## src/hw/rtl/truss_element_stiffness_defines.svh

```systemverilog
// ----------------------------------------------------------------------------
// Truss element stiffness: assertion macros
// Shared property shorthands for the stiffness pipeline.
// ----------------------------------------------------------------------------
`ifndef TRUSS_ELEMENT_STIFFNESS_DEFINES_SVH
`define TRUSS_ELEMENT_STIFFNESS_DEFINES_SVH

// Same-cycle implication, disabled while in reset
`define TES_ASSERT_NOW(label, clk, rst_n, ante, cons, msg) \
  label: assert property (@(posedge clk) disable iff (!rst_n) (ante) |-> (cons)) \
    else $error(msg);

// Next-cycle implication, disabled while in reset
`define TES_ASSERT_NEXT(label, clk, rst_n, ante, cons, msg) \
  label: assert property (@(posedge clk) disable iff (!rst_n) (ante) |=> (cons)) \
    else $error(msg);

`endif

```

## src/hw/rtl/tes_pkg.sv

```systemverilog
// ----------------------------------------------------------------------------
// Truss element stiffness package
// Widths, limits, lane indexes and the pipeline control bundle.
// ----------------------------------------------------------------------------
`default_nettype none

package tes_pkg;

  localparam int COORD_WIDTH_DEF = 32;
  localparam int FRAC_BITS_DEF   = 16;

  localparam int MOD_W   = 32;
  localparam int AREA_W  = 32;
  localparam int EA_W    = MOD_W + AREA_W;

  // squared direction cosine carries R_SHIFT fraction bits
  localparam int R_SHIFT = 62;
  localparam int R_W     = R_SHIFT + 1;

  localparam int TERM_W  = 64;
  localparam int QUO_W   = TERM_W;

  localparam int DIV_W_DEF  = 2 * COORD_WIDTH_DEF + 1;
  localparam int ROOT_W_DEF = COORD_WIDTH_DEF + 1;

  // lane order of the three stiffness terms
  localparam int LANE_XX = 0;
  localparam int LANE_XY = 1;
  localparam int LANE_YY = 2;
  localparam int NUM_LANES = 3;

  localparam logic [TERM_W-1:0] POS_LIMIT = {1'b0, {(TERM_W-1){1'b1}}};
  localparam logic [TERM_W-1:0] NEG_LIMIT = {1'b1, {(TERM_W-1){1'b0}}};

  // control bundle that travels beside the data
  typedef struct packed {
    logic valid;
    logic neg;
    logic zero;
  } ctl_t;

endpackage

`default_nettype wire

```

## src/hw/rtl/tes_sqrt_cell.sv

```systemverilog
// ----------------------------------------------------------------------------
// Square root cell
// One result bit of a restoring integer square root per cell.
// ----------------------------------------------------------------------------
`default_nettype none

module tes_sqrt_cell #(
  parameter int LW = tes_pkg::ROOT_W_DEF
) (
  input  logic            clk,
  input  logic            en,
  input  logic [LW+1:0]   rem_i,
  input  logic [LW-1:0]   root_i,
  input  logic [2*LW-1:0] rad_i,
  output logic [LW+1:0]   rem_o,
  output logic [LW-1:0]   root_o,
  output logic [2*LW-1:0] rad_o
);

  localparam int RMW = LW + 2;
  localparam int CW  = RMW + 2;

  logic [CW-1:0]   cur;
  logic [CW-1:0]   trial;
  logic            ge;
  logic [RMW-1:0]  rem_nxt;
  logic [LW-1:0]   root_nxt;
  logic [2*LW-1:0] rad_nxt;
  logic [RMW-1:0]  rem_r;
  logic [LW-1:0]   root_r;
  logic [2*LW-1:0] rad_r;

  // bring in two radicand bits, try root*4+1
  always_comb begin
    cur      = {rem_i, rad_i[2*LW-1 -: 2]};
    trial    = CW'({root_i, 2'b01});
    ge       = (cur >= trial);
    rem_nxt  = ge ? RMW'(cur - trial) : RMW'(cur);
    root_nxt = {root_i[LW-2:0], ge};
    rad_nxt  = {rad_i[2*LW-3:0], 2'b00};
  end

  always_ff @(posedge clk) begin
    if (en) begin
      rem_r  <= rem_nxt;
      root_r <= root_nxt;
      rad_r  <= rad_nxt;
    end
  end

  assign rem_o  = rem_r;
  assign root_o = root_r;
  assign rad_o  = rad_r;

endmodule

`default_nettype wire

```

## config.mk

```make
export PLATFORM = sky130hd
export DESIGN_NAME = tes_sqrt_cell
export DESIGN_NICKNAME = d
export VERILOG_FILES = /design/src/hw/rtl/truss_element_stiffness_defines.svh /design/src/hw/rtl/tes_pkg.sv /design/src/hw/rtl/tes_sqrt_cell.sv
export SDC_FILE = /design/constraint.sdc
export NUM_CORES = 1
export LEC_CHECK = 0
export BUFFER_PORTS_ARGS = -buffer_cell sky130_fd_sc_hd__buf_4
export CAP_MARGIN = 30
export CELL_PAD_IN_SITES_DETAIL_PLACEMENT = 1
export CELL_PAD_IN_SITES_GLOBAL_PLACEMENT = 1
export CORE_ASPECT_RATIO = 1.1
export CORE_MARGIN = 2
export CORE_UTILIZATION = 31
export CTS_CLUSTER_SIZE = 40
export DETAILED_ROUTE_END_ITERATION = 10
export GPL_TIMING_DRIVEN = 1
export PLACE_DENSITY = 0.74
export SLEW_MARGIN = 20
export SYNTH_ARGS = -nofsm -noshare
export SYNTH_HDL_FRONTEND = slang
export SYNTH_SLANG_ARGS = --single-unit
```

## constraint.sdc

```tcl
create_clock -name clk -period 3.53 [get_ports clk]
set_input_delay 0.353 -clock clk [delete_from_list [all_inputs] [get_ports clk]]
set_output_delay 0.353 -clock clk [all_outputs]
set_load 0.03 [all_outputs]
```

# Yosys cells after proc, flatten, opt, wreduce, memory -nomap -nowiden
# Index checks and enable logic that the tools add are counted.
[totals]
wordCells = 6
output_inout_bits = 134
reg_bits = 132
[classes]
addsub = 1
magnitude_cmp = 1
n_mux = 1
[op_table]
columns = ["operator", "n"]
rows = [
  ["$ge A37 B35 Y1", 1],
  ["$mux W35", 1],
  ["$sub A35 B35 Y35", 1],
]

# Longest topological paths before layout
[depth]
ltp_word = 2
mapped_depth = 13
mapped_depth_nobuf = 10

# Least setup slack after synthesis
# Ideal clock, no wire load.
[synth_path]
kind = "input -> register"
startpoint = "input root_i[4]"
endpoint = "register rem_r[10], in the netlist rem_o[10], data pin"
t_arrival_ps = 2675
setup_slack_ps = 594
path_stages = 12
setup_ps = 260
n_path_buf = 2
cell_sequence = "inv_1 ha_1 o21a_1 o211ai_2 a311oi_1 nor4_2 a2111oi_2 o21a_2 o211a_1 buf_6 buf_12 mux2_4"
[synth_between]
elab_chain_len = 2
word_cells_on_any_way = 3
[synth_lines]
columns = ["item", "line", "text"]
rows = [
  ["start: declaration", "tes_sqrt_cell.sv:13", "input logic [LW-1:0] root_i,"],
  ["$sub A35 B35 Y35 or $ge A37 B35 Y1 (tied branches)", "tes_sqrt_cell.sv:38, tes_sqrt_cell.sv:37", ""],
  ["$mux W35 *", "tes_sqrt_cell.sv:38", "rem_nxt = ge ? RMW'(cur - trial) : RMW'(cur);"],
  ["net rem_nxt[10]", "tes_sqrt_cell.sv:26", "logic [RMW-1:0] rem_nxt;"],
  ["end signal: assignment", "tes_sqrt_cell.sv:45", "rem_r <= rem_nxt;"],
  ["end: declaration", "tes_sqrt_cell.sv:29", "logic [RMW-1:0] rem_r;"],
]
# The timed path passes the listed nets; every way through them passes the cells marked *.
# A chain may end at the register's enable or synchronous reset.

# Worst setup path in the final report
[layout_path]
startpoint = "input rem_i[4]"
endpoint = "register rem_r[5], in the netlist rem_o[5], data pin"
[layout_between]
elab_chain_len = 2
[layout_lines]
columns = ["item", "line", "text"]
rows = [
  ["start: declaration", "tes_sqrt_cell.sv:12", "input logic [LW+1:0] rem_i,"],
  ["$ge A37 B35 Y1", "tes_sqrt_cell.sv:37", "ge = (cur >= trial);"],
  ["$mux W35", "tes_sqrt_cell.sv:38", ""],
  ["net rem_nxt[5]", "tes_sqrt_cell.sv:26", ""],
]
# The timed path passes the listed nets, and every way through them passes these cells.

==> out/summary.md <==
• result of the run: finished clean
• number of antenna diodes: 0
• total chip power: 5.02 mW
• summed instance area of the synthesized netlist: 6630 um^2
• category of the critical setup timing path: in -> reg
• Worst-path clk slew: 0.07 ns
• net switching power: 1.57 mW
• total clock buffers created by CTS: 17
• commonest cells in the synthesized netlist: 132 x edfxtp_1, 41 x inv_1, 35 x ha_1, 30 x a21oi_1, 26 x a21o_1
• Final Hold Vio Count: 0
• average detailed-routed wire length per instance: 18.0 um
• deepest level of the CTS H-tree: 4
• via count of the first global-routing pass: 5161
• Post-CTS Setup Repair Bufs: 0
• vias: 5022
• utilization after layout: 0.452
• storage element area: 3960 um^2
• number of fill cells: 2284
• area of combinational cells with multiple inputs: 2380 um^2
• arrival time reported for the critical path endpoint: 3.13 ns
• fraction of synthesized cell area taken by the top area cell type: 0.598
• synth unique cells: 57
• core box area: 21200 um^2
• endpoint required time on the critical path: 3.70 ns
• remaining antenna violation count: 0
• internal power consumption: 3.44 mW
• sequential area share after synthesis: 0.598
• area growth from synthesis to final layout: 44.2%
• PortBufs: 267
• final standard cell area without fillers: 9560 um^2
• Max Root-Sink Buffers: 2
• synthesized instance count: 488
• DRC marker count from the first detailed-route iteration: 164
• num ports: 270
• type of the most critical hold path: in -> reg
• Die Outline Area: 22600 um^2
• total routed wirelength: 19300 um
• starting utilization of the core area: 0.313
• part of the cycle the worst path needs: 0.836
• Main synth FF type: edfxtp_1
• fraction of final layout cells sized beyond drive strength 1: 0.452
• cell at the root of the clock tree: clkbuf_16
• cell types occupying the most area after synthesis: edfxtp_1 60%, ha_1 6.6%, mux2_4 5.7%, a21o_1 2.9%, xnor2_1 2.5%
• dominant cell type by area after synthesis: edfxtp_1
• Slew Limit Fails: 0
• Yosys warnings: 0
• most frequently used cell type in the post-synthesis netlist: edfxtp_1
• part of the total power dissipated in sequential elements: 0.394
• remaining global-route overflow: 0
• fraction of registers with async set/reset: 0
• final setup violating endpoints: 0
• fraction of power spent switching nets: 0.314
• Routability Congestion: 0.815
• minimum period implied by the final worst setup slack: 2.95 ns
• number of antenna violations at the first check in global routing: 0
• global-route total usage across every layer: 0.163
• setup_tns: 0 ns
• Achievable Freq: 0.339 GHz
• Leak: 4.29 nW
• count of state elements after synthesis: 132
• average size of a mapped cell: 13.6 um^2
• transition time at the pin with the least slew margin: 0.565 ns
• maximum number of pins on one net before global-route repair: 58
• Relative slew margins: 0.620
• RSZ-0062 raised after global routing: false
• horizontal extent of the die: 143 um
• Critical Path Start Type: input pin
• TritonCTS clock tree: done
• count of TritonRoute iterations in the first routing pass: 4
• combinational share of power: 0.267
• worst supply voltage drop on vdd: 0.289 mV
• Clk pwr share: 0.340
• final net count: 941
• Clock Sink Count: 132
• crit path capture type: register
• hold_buf cts: 0
• Site Rows: 56
• die span in y: 157 um
• wire length of the first global-routing pass: 28000 um
• DP HPWL: 15100 um
• max-cap viol count: 0
• remaining routing DRC violations: 0
• crit path max fanout: 27
• pwr/cell area: 525 nW/um^2
• Vias per Instance: 4.68
• placed instance area: 8990 um^2
• number of enable-type register cells in the synthesized netlist: 132
• cells resized by post-CTS repair: 0
-- registers in the layout, summed over array words and instances, names as in the netlist --
register	count
rem_o	35
root_o	33
rad_o	64
-- cell usage in the layout (no fill, tap or decap), drive strengths merged, types with 4 or more instances in the layout --
cell and count:
buf 280, edfxtp 132, inv 48, ha 35, mux2 31, a21oi 30
a21o 26, nand2 25, nor2 22, xnor2 19, clkbuf 17, xor2 14
o21ai 13, nand3 9, nand4 8, clkinv 6, nor2b 4, o221ai 4
and3 4, o21a 4, a31o 4
-- worst paths after layout --
kind / start / endpoint / slack (ns) / depth (start not counted)
hold / removal: rad_i[16] / rad_o[18] / 0.11 / 1
setup / recovery: rem_i[4] / rem_o[5] / 0.58 / 11
-- metal layers --
layer | vias to the layer above | global-route usage | wire (um)
li1 | 2387 | - | -
met1 | 2426 | 0.187 | 7710
met2 | 187 | 0.297 | 9990
met3 | 22 | 0.0383 | 1310
met4 | 0 | 0.0565 | 300
met5 | - | 0 | 0
-- power groups by stage --
| stage | registers, mW | clock network (mW) | logic, mW |
|---|---|---|---|
| final | 1.97 | 1.70 | 1.34 |
| after global routing | 1.99 | 1.80 | 1.43 |
| after CTS | 1.98 | 1.76 | 1.35 |
| after detailed placement | 2.01 | 0 | 1.35 |
| after global placement | 2.00 | 0 | 1.33 |
| after floorplan | 2.34 | 0 | 0.487 |
-- stage by stage --
stage,hold slack [ns],setup slack [ns],cells
2_1_floorplan,0.452,0.594,489
3_5_place_dp,0.532,0.173,1041
5_1_grt,0.0820,0.430,1073
6_report,0.105,0.578,1073
3_3_place_gp,0.531,0.294,1041
4_1_cts,0.0821,0.567,1073
-- layout make-up --
| class | count | area share |
|---|---|---|
| Multi-Input combinational cell | 298 | 0.249 |
| Timing Repair Buffer | 280 | 0.223 |
| Clock inverter | 15 | 0.0148 |
| Clock buffer | 17 | 0.0445 |
| Inverter | 41 | 0.0161 |
| Sequential cell | 132 | 0.415 |
| Tap cell | 290 | 0.0380 |
-- critical path, stage by stage --
cell and delay, ns:
buf_4 0.11, ha_1 0.39, o21a_1 0.19, o211ai_2 0.09, a311oi_1 0.36, nor4_2 0.12
a2111oi_2 0.42, o21a_2 0.23, o211a_2 0.23, buf_12 0.24, mux2_2 0.36
-- cells by family after synthesis --
| kind of cell | synth area share |
|---|---|
| other cells | 0.000566 |
| fa+ha+maj | 0.0661 |
| buf+inv | 0.0432 |
| mux | 0.0714 |
| compound gates | 0.113 |
| flops | 0.598 |
| xor+xnor | 0.0436 |
| simple gates | 0.0640 |
No activity file was read; power rests on OpenSTA's default activity.
