==> src/hw/rtl/truss_element_stiffness_defines.svh <==
// ----------------------------------------------------------------------------
// Truss element stiffness: assertion macros
// Shared property shorthands for the stiffness pipeline.
// ----------------------------------------------------------------------------
`ifndef TRUSS_ELEMENT_STIFFNESS_DEFINES_SVH
`define TRUSS_ELEMENT_STIFFNESS_DEFINES_SVH

// Same-cycle implication, disabled while in reset
`define TES_ASSERT_NOW(label, clk, rst_n, ante, cons, msg) \
  label: assert property (@(posedge clk) disable iff (!rst_n) (ante) |-> (cons)) \
    else $error(msg);

// Next-cycle implication, disabled while in reset
`define TES_ASSERT_NEXT(label, clk, rst_n, ante, cons, msg) \
  label: assert property (@(posedge clk) disable iff (!rst_n) (ante) |=> (cons)) \
    else $error(msg);

`endif

==> src/hw/rtl/tes_pkg.sv <==
// ----------------------------------------------------------------------------
// Truss element stiffness package
// Widths, limits, lane indexes and the pipeline control bundle.
// ----------------------------------------------------------------------------
`default_nettype none

package tes_pkg;

  localparam int COORD_WIDTH_DEF = 32;
  localparam int FRAC_BITS_DEF   = 16;

  localparam int MOD_W   = 32;
  localparam int AREA_W  = 32;
  localparam int EA_W    = MOD_W + AREA_W;

  // squared direction cosine carries R_SHIFT fraction bits
  localparam int R_SHIFT = 62;
  localparam int R_W     = R_SHIFT + 1;

  localparam int TERM_W  = 64;
  localparam int QUO_W   = TERM_W;

  localparam int DIV_W_DEF  = 2 * COORD_WIDTH_DEF + 1;
  localparam int ROOT_W_DEF = COORD_WIDTH_DEF + 1;

  // lane order of the three stiffness terms
  localparam int LANE_XX = 0;
  localparam int LANE_XY = 1;
  localparam int LANE_YY = 2;
  localparam int NUM_LANES = 3;

  localparam logic [TERM_W-1:0] POS_LIMIT = {1'b0, {(TERM_W-1){1'b1}}};
  localparam logic [TERM_W-1:0] NEG_LIMIT = {1'b1, {(TERM_W-1){1'b0}}};

  // control bundle that travels beside the data
  typedef struct packed {
    logic valid;
    logic neg;
    logic zero;
  } ctl_t;

endpackage

`default_nettype wire

==> src/hw/rtl/tes_div_cell.sv <==
// ----------------------------------------------------------------------------
// Divider cell
// One quotient bit of a restoring division per cell; the dividend bits
// still to come and the quotient so far shift along with the remainder.
// ----------------------------------------------------------------------------
`default_nettype none

module tes_div_cell #(
  parameter int DVW = tes_pkg::DIV_W_DEF,
  parameter int NB  = tes_pkg::R_W
) (
  input  logic           clk,
  input  logic           en,
  input  logic [DVW-1:0] d,
  input  logic [DVW-1:0] rem_i,
  input  logic [NB-1:0]  num_i,
  input  logic [NB-1:0]  quo_i,
  output logic [DVW-1:0] rem_o,
  output logic [NB-1:0]  num_o,
  output logic [NB-1:0]  quo_o
);

  logic [DVW:0]   cur;
  logic [DVW:0]   dext;
  logic           ge;
  logic [DVW-1:0] rem_nxt;
  logic [NB-1:0]  num_nxt;
  logic [NB-1:0]  quo_nxt;
  logic [DVW-1:0] rem_r;
  logic [NB-1:0]  num_r;
  logic [NB-1:0]  quo_r;

  // shift in the next dividend bit, subtract when it fits
  always_comb begin
    cur     = {rem_i, num_i[NB-1]};
    dext    = {1'b0, d};
    ge      = (cur >= dext);
    rem_nxt = ge ? DVW'(cur - dext) : DVW'(cur);
    num_nxt = {num_i[NB-2:0], 1'b0};
    quo_nxt = {quo_i[NB-2:0], ge};
  end

  always_ff @(posedge clk) begin
    if (en) begin
      rem_r <= rem_nxt;
      num_r <= num_nxt;
      quo_r <= quo_nxt;
    end
  end

  assign rem_o = rem_r;
  assign num_o = num_r;
  assign quo_o = quo_r;

endmodule

`default_nettype wire

==> config.mk <==
export PLATFORM = sky130hd
export DESIGN_NAME = tes_div_cell
export DESIGN_NICKNAME = d
export VERILOG_FILES = /design/src/hw/rtl/truss_element_stiffness_defines.svh /design/src/hw/rtl/tes_pkg.sv /design/src/hw/rtl/tes_div_cell.sv
export SDC_FILE = /design/constraint.sdc
export NUM_CORES = 1
export LEC_CHECK = 0
export BUFFER_PORTS_ARGS = -buffer_cell sky130_fd_sc_hd__buf_4
export CAP_MARGIN = 20
export CORE_AREA = 2 2 172 174
export DETAILED_ROUTE_END_ITERATION = 10
export DIE_AREA = 0 0 174 176
export PLACE_DENSITY = 0.67
export SLEW_MARGIN = 5
export SYNTH_ARGS = -nofsm -noshare
export SYNTH_HDL_FRONTEND = slang
export SYNTH_SLANG_ARGS = --single-unit
==> constraint.sdc <==
create_clock -name clk -period 5.11 [get_ports clk]
set_clock_uncertainty 0.05 [all_clocks]
set_input_delay 0.511 -clock clk [delete_from_list [all_inputs] [get_ports clk]]
set_output_delay 0.511 -clock clk [all_outputs]
set_load 0.01 [all_outputs]
After elaboration in Yosys (flattened, before gate mapping)
Cells that the tools add are included.
{"block": "op_classes", "addsub": 1, "order_cmp": 1, "mux": 1}
{"cell": "66-bit by 65-bit >= comparator with 1-bit output", "count": 1}
{"cell": "65-bit two-way mux", "count": 1}
{"cell": "65-bit subtractor", "count": 1}
{"block": "word_totals", "ff_bits": 190, "out_inout_bits": 191}

Depth between registers and ports, before layout
Gate-level depths: netlist (run 1).
{"block": "logic_depth", "ltp_word": 2, "mapped_depth": 15}

Worst setup path after synthesis (run 1)
OpenSTA, ideal clock, no wires.
{"block": "synth_timing", "path_kind": "input to register", "from": "input num_i[62]", "to": "register rem_r[34] (netlist: rem_o[34]) (data pin)", "setup_ps": 260, "arrival_ps": 3232, "path_slack_ps": 1568, "path_stages": 13, "path_buffers": 1, "cell_sequence": "inv_1 -> ha_1 -> inv_1 -> fa_1 -> a211oi_2 -> o211ai_1 -> a311oi_2 -> nor3_1 -> o2111ai_1 -> nand2_1 -> a211oi_4 -> buf_6 -> mux2_2"}
{"block": "synth_between", "elab_chain_cells": 2, "word_cells_on_any_way": 3, "classes_between": "add/sub: 1; order compare: 1; mux: 1"}
{"item": "from (decl)", "line_no": "tes_div_cell.sv:16", "source": "input logic [NB-1:0] num_i,"}
{"item": "65-bit subtractor or 66-bit by 65-bit >= comparator with 1-bit output (tied branches)", "line_no": "tes_div_cell.sv:38, tes_div_cell.sv:37"}
{"item": "65-bit two-way mux *", "line_no": "tes_div_cell.sv:38", "source": "rem_nxt = ge ? DVW'(cur - dext) : DVW'(cur);"}
{"item": "via rem_nxt[34]", "line_no": "tes_div_cell.sv:26", "source": "logic [DVW-1:0] rem_nxt;"}
{"item": "to (signal assigned)", "line_no": "tes_div_cell.sv:45", "source": "rem_r <= rem_nxt;"}
{"item": "to (decl)", "line_no": "tes_div_cell.sv:29", "source": "logic [DVW-1:0] rem_r;"}
The timed path passes the listed nets; every way through them passes the cells marked *.
A chain may end at the register's enable or synchronous reset.

Worst setup path in the final report (run 1)
Ends and elaborated chain as after synthesis.

==> metrics.txt, run 1 <==
total power 4.545 mW; Final nets 1745; mux contribution to synthesized area 0.004015; most frequent cells in the layout buf_4 (449), edfxtp_1 (190), nand2_1 (111); xor/xnor share of the synthesized area 0.04629; CTS Buffer Depth 2; first-pass GRT wire length 50700 µm; initial antenna violation count 0; share of cells above drive strength 1 0.3452; CTS Hold Bufs 0; syn nets 1313; Die Height 176 µm; total number of vias 9179; count of pins over their slew limit 0; largest net degree at the start of global routing 113; Synth Area in Compound Gates 0.1662; Mapped Area 10600 µm²; Peak VDD IR 189.8 µV; DRT antenna net count 0; Port Buffer Count 446; clock sinks 190; Post-Syn Instances 989; hold_sp quo_i[47]; Main synth FF type edfxtp_1; Final setup viols 0; CTS tree done; Critical Path AT 3.83 ns; post-synth top area share 0.5385; HPWL after DPL 27000 µm; crit path kind input pin to flip-flop; Iteration-0 DRC Markers 564; Crit path required time 5.25 ns; post-synth top area cell edfxtp_1; leakage power 6.548 nW; Area growth syn-to-layout 40.61%; Detailed Routing Iterations Pass 1 5; fmax 271.0 MHz; register area share after synthesis 0.5385; CP Max Fanout 68; via/cell ratio 5.049; CP Capture Type flip-flop; most common cell after layout, fill and taps aside buf_4; GPL Wtd Cong 0.8664; status finished clean; Worst slew margin 0.3578; post-layout min period 3.690 ns; gr usage total 0.2161; vias in the first global route 8926; final cycle utilization of the critical path 0.7221; RSZ-0062 raised after global routing false; routed wire length 33930 µm; Hold Vio Cnt, Final 0; total gr overflow 0; Avg Inst Size Synth 10.71 µm²; Ys Warns 0; largest family of logic cells by synthesized area compound AO/OA/AOI/OAI gates; drc violations 0; n_diodes 0; Post-Synth Simple-Gate Area 0.1145; I/O pin total 449; Synth cell types 64; num rows 62; setup bufs post-CTS 0; hold crit path type input pin to flip-flop; Total Neg Setup Slack 0 ns; Post-synth EDFFs 190; Avg WL per Cell 18.66 µm; Final Util 0.5219; Synth Area in Adders 0.07865; CP startpoint num_i[62]; slew of the pin with the lowest slew margin 0.9634 ns; fin area 14900 µm²; Die Wd 174 µm; full die area 30620 µm²; ys async rst share 0; Post-CTS Resized 0; top post-synthesis cells by area edfxtp_1 (54%), ha_1 (7.7%), o21ai_0 (4.2%); htree depth 4; Seq cells post-synth 190; PwrDens 305.1 nW/µm²; CTS buffer count 17; Placed Cells incl. Taps 1786; initial core utilization 0.3711; Finished Layout Cells 1818; Max Cap Violations 0; clock-pin slew on the worst setup and hold paths 0.09 ns; area post-placement 14290 µm²; Core Footprint 28550 µm²; crit path launch type input pin; Root Driver clkbuf_16
==> Yosys cell counts (all sizes together), types with 4 or more instances <==
cell type  instances
edfxtp           190
nand2            111
o21ai            102
inv               90
a21oi             80
ha                65
nor2              34
xnor2             32
a21o              25
nand4             25
clkbuf            24
xor2              24
nand3             23
nor3              17
o21bai            16
buf               15
and3               9
a211oi             8
a31oi              8
o211ai             8
o21a               7
or3                7
nand2b             6
and2               5
nor2b              4
nor4               4
o31ai              4
==> path summary, 6_finish.rpt <==
check,end,slack [ns],depth (start not counted)
setup / recovery,rem_o[34],1.42,15
hold / removal,quo_o[48],0.19,1
==> critical path, cell delays in order <==
cell and delay [ns]:
buf_4 0.12, inv_1 0.05, ha_1 0.15, inv_1 0.05, fa_1 0.44, a211oi_2 0.27
o211ai_1 0.20, a311oi_2 0.31, buf_4 0.19, nor3_1 0.12, o2111ai_1 0.26, nand2_1 0.13
a211oi_4 0.34, buf_12 0.30, mux2_2 0.37
==> sequential cells by signal, indices dropped and copies added, names as in the netlist <==
name   count
quo_o     63
rem_o     65
num_o     62
==> power by group <==
group          switching [mW]  internal [mW]
combinational           0.630          0.566
clock                   0.710          0.672
sequential             0.0473           1.92
==> stage by stage <==
stage	worst slack (ns)	hold slack, ns
after floorplan	1.568	0.5599
after global placement	0.9707	0.6391
after detailed placement	0.9583	0.6402
after CTS	1.408	0.1623
after global routing	1.186	0.1559
final	1.420	0.1875
==> routing by layer <==
metal  wire length (µm)  GRT usage  share of wire  vias up
met4                782    0.07178          0.023        0
met5                  0          0              0        -
li1                   -          -              -     4495
met2              17510     0.3860           0.52      341
met1              13160     0.2530           0.39     4297
met3               2471    0.05663          0.073       46
==> layout make-up <==
cell class | instances | area, µm²
fillers | 2596 | 13650
clock inverters | 15 | 180.2
well taps | 384 | 480.5
clock buffers | 17 | 425.4
inverters | 90 | 337.8
flip-flops and latches | 190 | 5705
multi-input cells | 670 | 4344
repair buffers | 452 | 3425
==> kinds of logic (layout without fill, tap and decap cells) <==
family | after synthesis | count (layout)
flip-flops | 190 | 190
XOR/XNOR | 56 | 56
AND/OR/NAND/NOR | 257 | 257
AO/OA/AOI/OAI | 286 | 286
other | 1 | 1
adder cells (fa/ha/maj) | 66 | 66
buffers and inverters | 129 | 574
multiplexers | 4 | 4
Power figures use the tool's default switching activity.
==> run 2, diff against run 1 <==
--- a/config.mk
+++ b/config.mk
@@ -7,10 +7,10 @@
 export LEC_CHECK = 0
 export BUFFER_PORTS_ARGS = -buffer_cell sky130_fd_sc_hd__buf_4
 export CAP_MARGIN = 20
-export CORE_AREA = 2 2 172 174
+export CORE_AREA = 2 2 173 175
 export DETAILED_ROUTE_END_ITERATION = 10
-export DIE_AREA = 0 0 174 176
-export PLACE_DENSITY = 0.67
+export DIE_AREA = 0 0 175 177
+export PLACE_DENSITY = 0.69
 export SLEW_MARGIN = 5
 export SYNTH_ARGS = -nofsm -noshare
 export SYNTH_HDL_FRONTEND = slang
==> constraint.sdc (replaced) <==
create_clock -name clk -period 3.18 [get_ports clk]
set_clock_uncertainty 0.05 [all_clocks]
set_input_delay 0.318 -clock clk [delete_from_list [all_inputs] [get_ports clk]]
set_output_delay 0.318 -clock clk [all_outputs]
set_load 0.01 [all_outputs]
==> run 2 against run 1 <==
Compared with the run above:
- via count rose by 11%
- sequential share of layout area is 4.9 points lower
- design area grew 15%
- sequential power grew 61%
- critical path depth is the same
==> metrics.txt, run 2 (synthesis gave the netlist of run 1 again) <==
met2 usage 0.4429 (+0.05690); fmax 332.3 MHz; Placement Setup Slack -0.3917 ns (-1.350 ns); worst hold slack 0.02962 ns (-0.1579 ns); final cycle utilization of the critical path 0.9463; Crit path required time 3.29 ns (-1.96 ns); Finished Layout Cells 2060 (+13%); initial core utilization 0.3623 (-0.008845); hold crit path type input pin to flip-flop; leakage power 7.608 nW (+16%); htree depth 4 (unchanged); share of cells above drive strength 1 0.3665 (+0.02134); routed wire length 38090 µm (+12%); CP Capture Type flip-flop; drc violations 0 (unchanged); first-pass GRT wire length 56770 µm (+12%); CTS buffer count 17 (unchanged); crit path cell chain buf_4, inv_12, ha_4, inv_2, fa_2, a211oi_2, o211ai_1, a311oi_2, nor3_2, o2111ai_2, nand2_1, a211oi_4, buf_12, buf_12, o21ai_0; crit path kind input pin to flip-flop; Final WS setup 0.1706 ns (-1.249 ns); Port Buffer Count 446 (unchanged); Total Neg Setup Slack 0 ns (unchanged); initial antenna violation count 3 (+3); via/cell ratio 4.964 (-1.7%); Core Footprint 29240 µm² (+2.4%); Final setup viols 0 (unchanged); slowest stage cell, crit path a311oi_2; vias in the first global route 10.33k (+16%); post-layout min period 3.009 ns; HPWL after DPL 28800 µm (+6.7%); CTS tree done; Avg WL per Cell 18.49 µm (-0.93%); area post-placement 15230 µm² (+6.5%); total number of vias 10.23k (+11%); count of pins over their slew limit 0 (unchanged); Final nets 1978 (+13%); most frequent cells in the layout buf_4 (554), edfxtp_1 (190), dlygate4sd3_1 (123); GPL Wtd Cong 0.9083 (+4.8%); status finished clean; Iteration-0 DRC Markers 753 (+34%); num rows 63 (+1.6%); Largest register FFs 65 (unchanged); clock sinks 190 (unchanged); fin area 17070 µm² (+15%); setup bufs post-CTS 0 (unchanged); Reg power frac 0.416 (-0.017); clock-pin slew on the worst setup and hold paths 0.08 ns (about the same); crit-path most repeated cell buf_12; RSZ-0062 raised after global routing false; Critical Path AT 3.12 ns (-0.71 ns); DRT antenna net count 0 (unchanged); largest net degree at the start of global routing 111 (-1.8%); met3 usage 0.03930 (-0.01733); CP Max Fanout 32 (-53%); crit path launch type input pin; slew of the pin with the lowest slew margin 0.6875 ns (-0.2759 ns); Clk pwr share 0.284 (-0.020); total gr overflow 0 (unchanged); Placed Cells incl. Taps 1902 (+6.5%); slowest stage delay, CP 0.38 ns (-0.06 ns); Max Cap Violations 0 (unchanged); full die area 30980 µm² (+1.1%); sw power 2.307 mW (+66%); gr usage total 0.2387 (+0.02256); Worst path top cell family by delay compound AO/OA/AOI/OAI gates; Area growth syn-to-layout 61.08%; met1 GRT Util 0.2756 (+0.02264); GR peak layer met2; Die Height 177 µm (+0.57%); Final Util 0.5836 (+0.06171); Hold Vio Cnt, Final 0 (unchanged); Worst slew margin 0.5369 (+0.1791); crit path buf inv count 5 (unchanged); most common cell after layout, fill and taps aside buf_4; Power Internal 5.323 mW (+69%); CTS Buffer Depth 2 (unchanged); total power 7.630 mW (+68%); switching share of power 0.3024 (-0.002827); combinational cell fraction of total power 0.300 (+0.037); Peak VDD IR 324.0 µV (+71%); Root Driver clkbuf_16; I/O pin total 449 (unchanged); Detailed Routing Iterations Pass 1 6 (+1); PwrDens 447.1 nW/µm² (+47%); Die Wd 175 µm (+0.57%)
[run 2: cell count changes in the layout (fill, tap and decap cells not counted), sizes merged]
cell         delta
clkinv          -1
inv             -1
clkbuf          +1
buf           +110
dlygate4sd3   +123
diode           +3
clkinvlp        +1
[run 2: path summary, 6_finish.rpt]
path | from | to | slack, ns | cells past startpoint
max | num_i[62] | rem_o[22] | 0.17 | 15
min | quo_i[36] | quo_o[37] | 0.03 | 1
[run 2: area by class of cell]
cell class / instances / area [µm²]
clock buffer: 18 / 429.2
clock inverter: 14 / 163.9
multi-input combinational: 670 / 4378
antenna: 3 / 7.507
tap: 390 / 488.0
sequential: 190 / 5705
fill: 2443 / 12180
timing repair buffer: 685 / 5544
inverter: 90 / 350.3
[run 2: per-layer routing]
layer	share of wire	routed length, µm
met1	0.39	14980
met5	0	0
met4	0.027	1016
met2	0.53	20150
met3	0.051	1949
[run 2: power by group through the flow]
stage                     clock network, mW  registers, mW  logic (mW)
after floorplan                           0           3.36       0.831
after global placement                    0           3.22        2.11
after detailed placement                  0           3.22        2.14
after CTS                              2.24           3.17        2.28
after global routing                   2.30           3.20        2.47
final                                  2.17           3.18        2.29
[run 2: repair_timing]
action,4_1_cts,5_1_grt
hold buffers,123,0
setup endpoints to repair,0,52
hold endpoints to repair,123,0
gates resized for setup,0,2
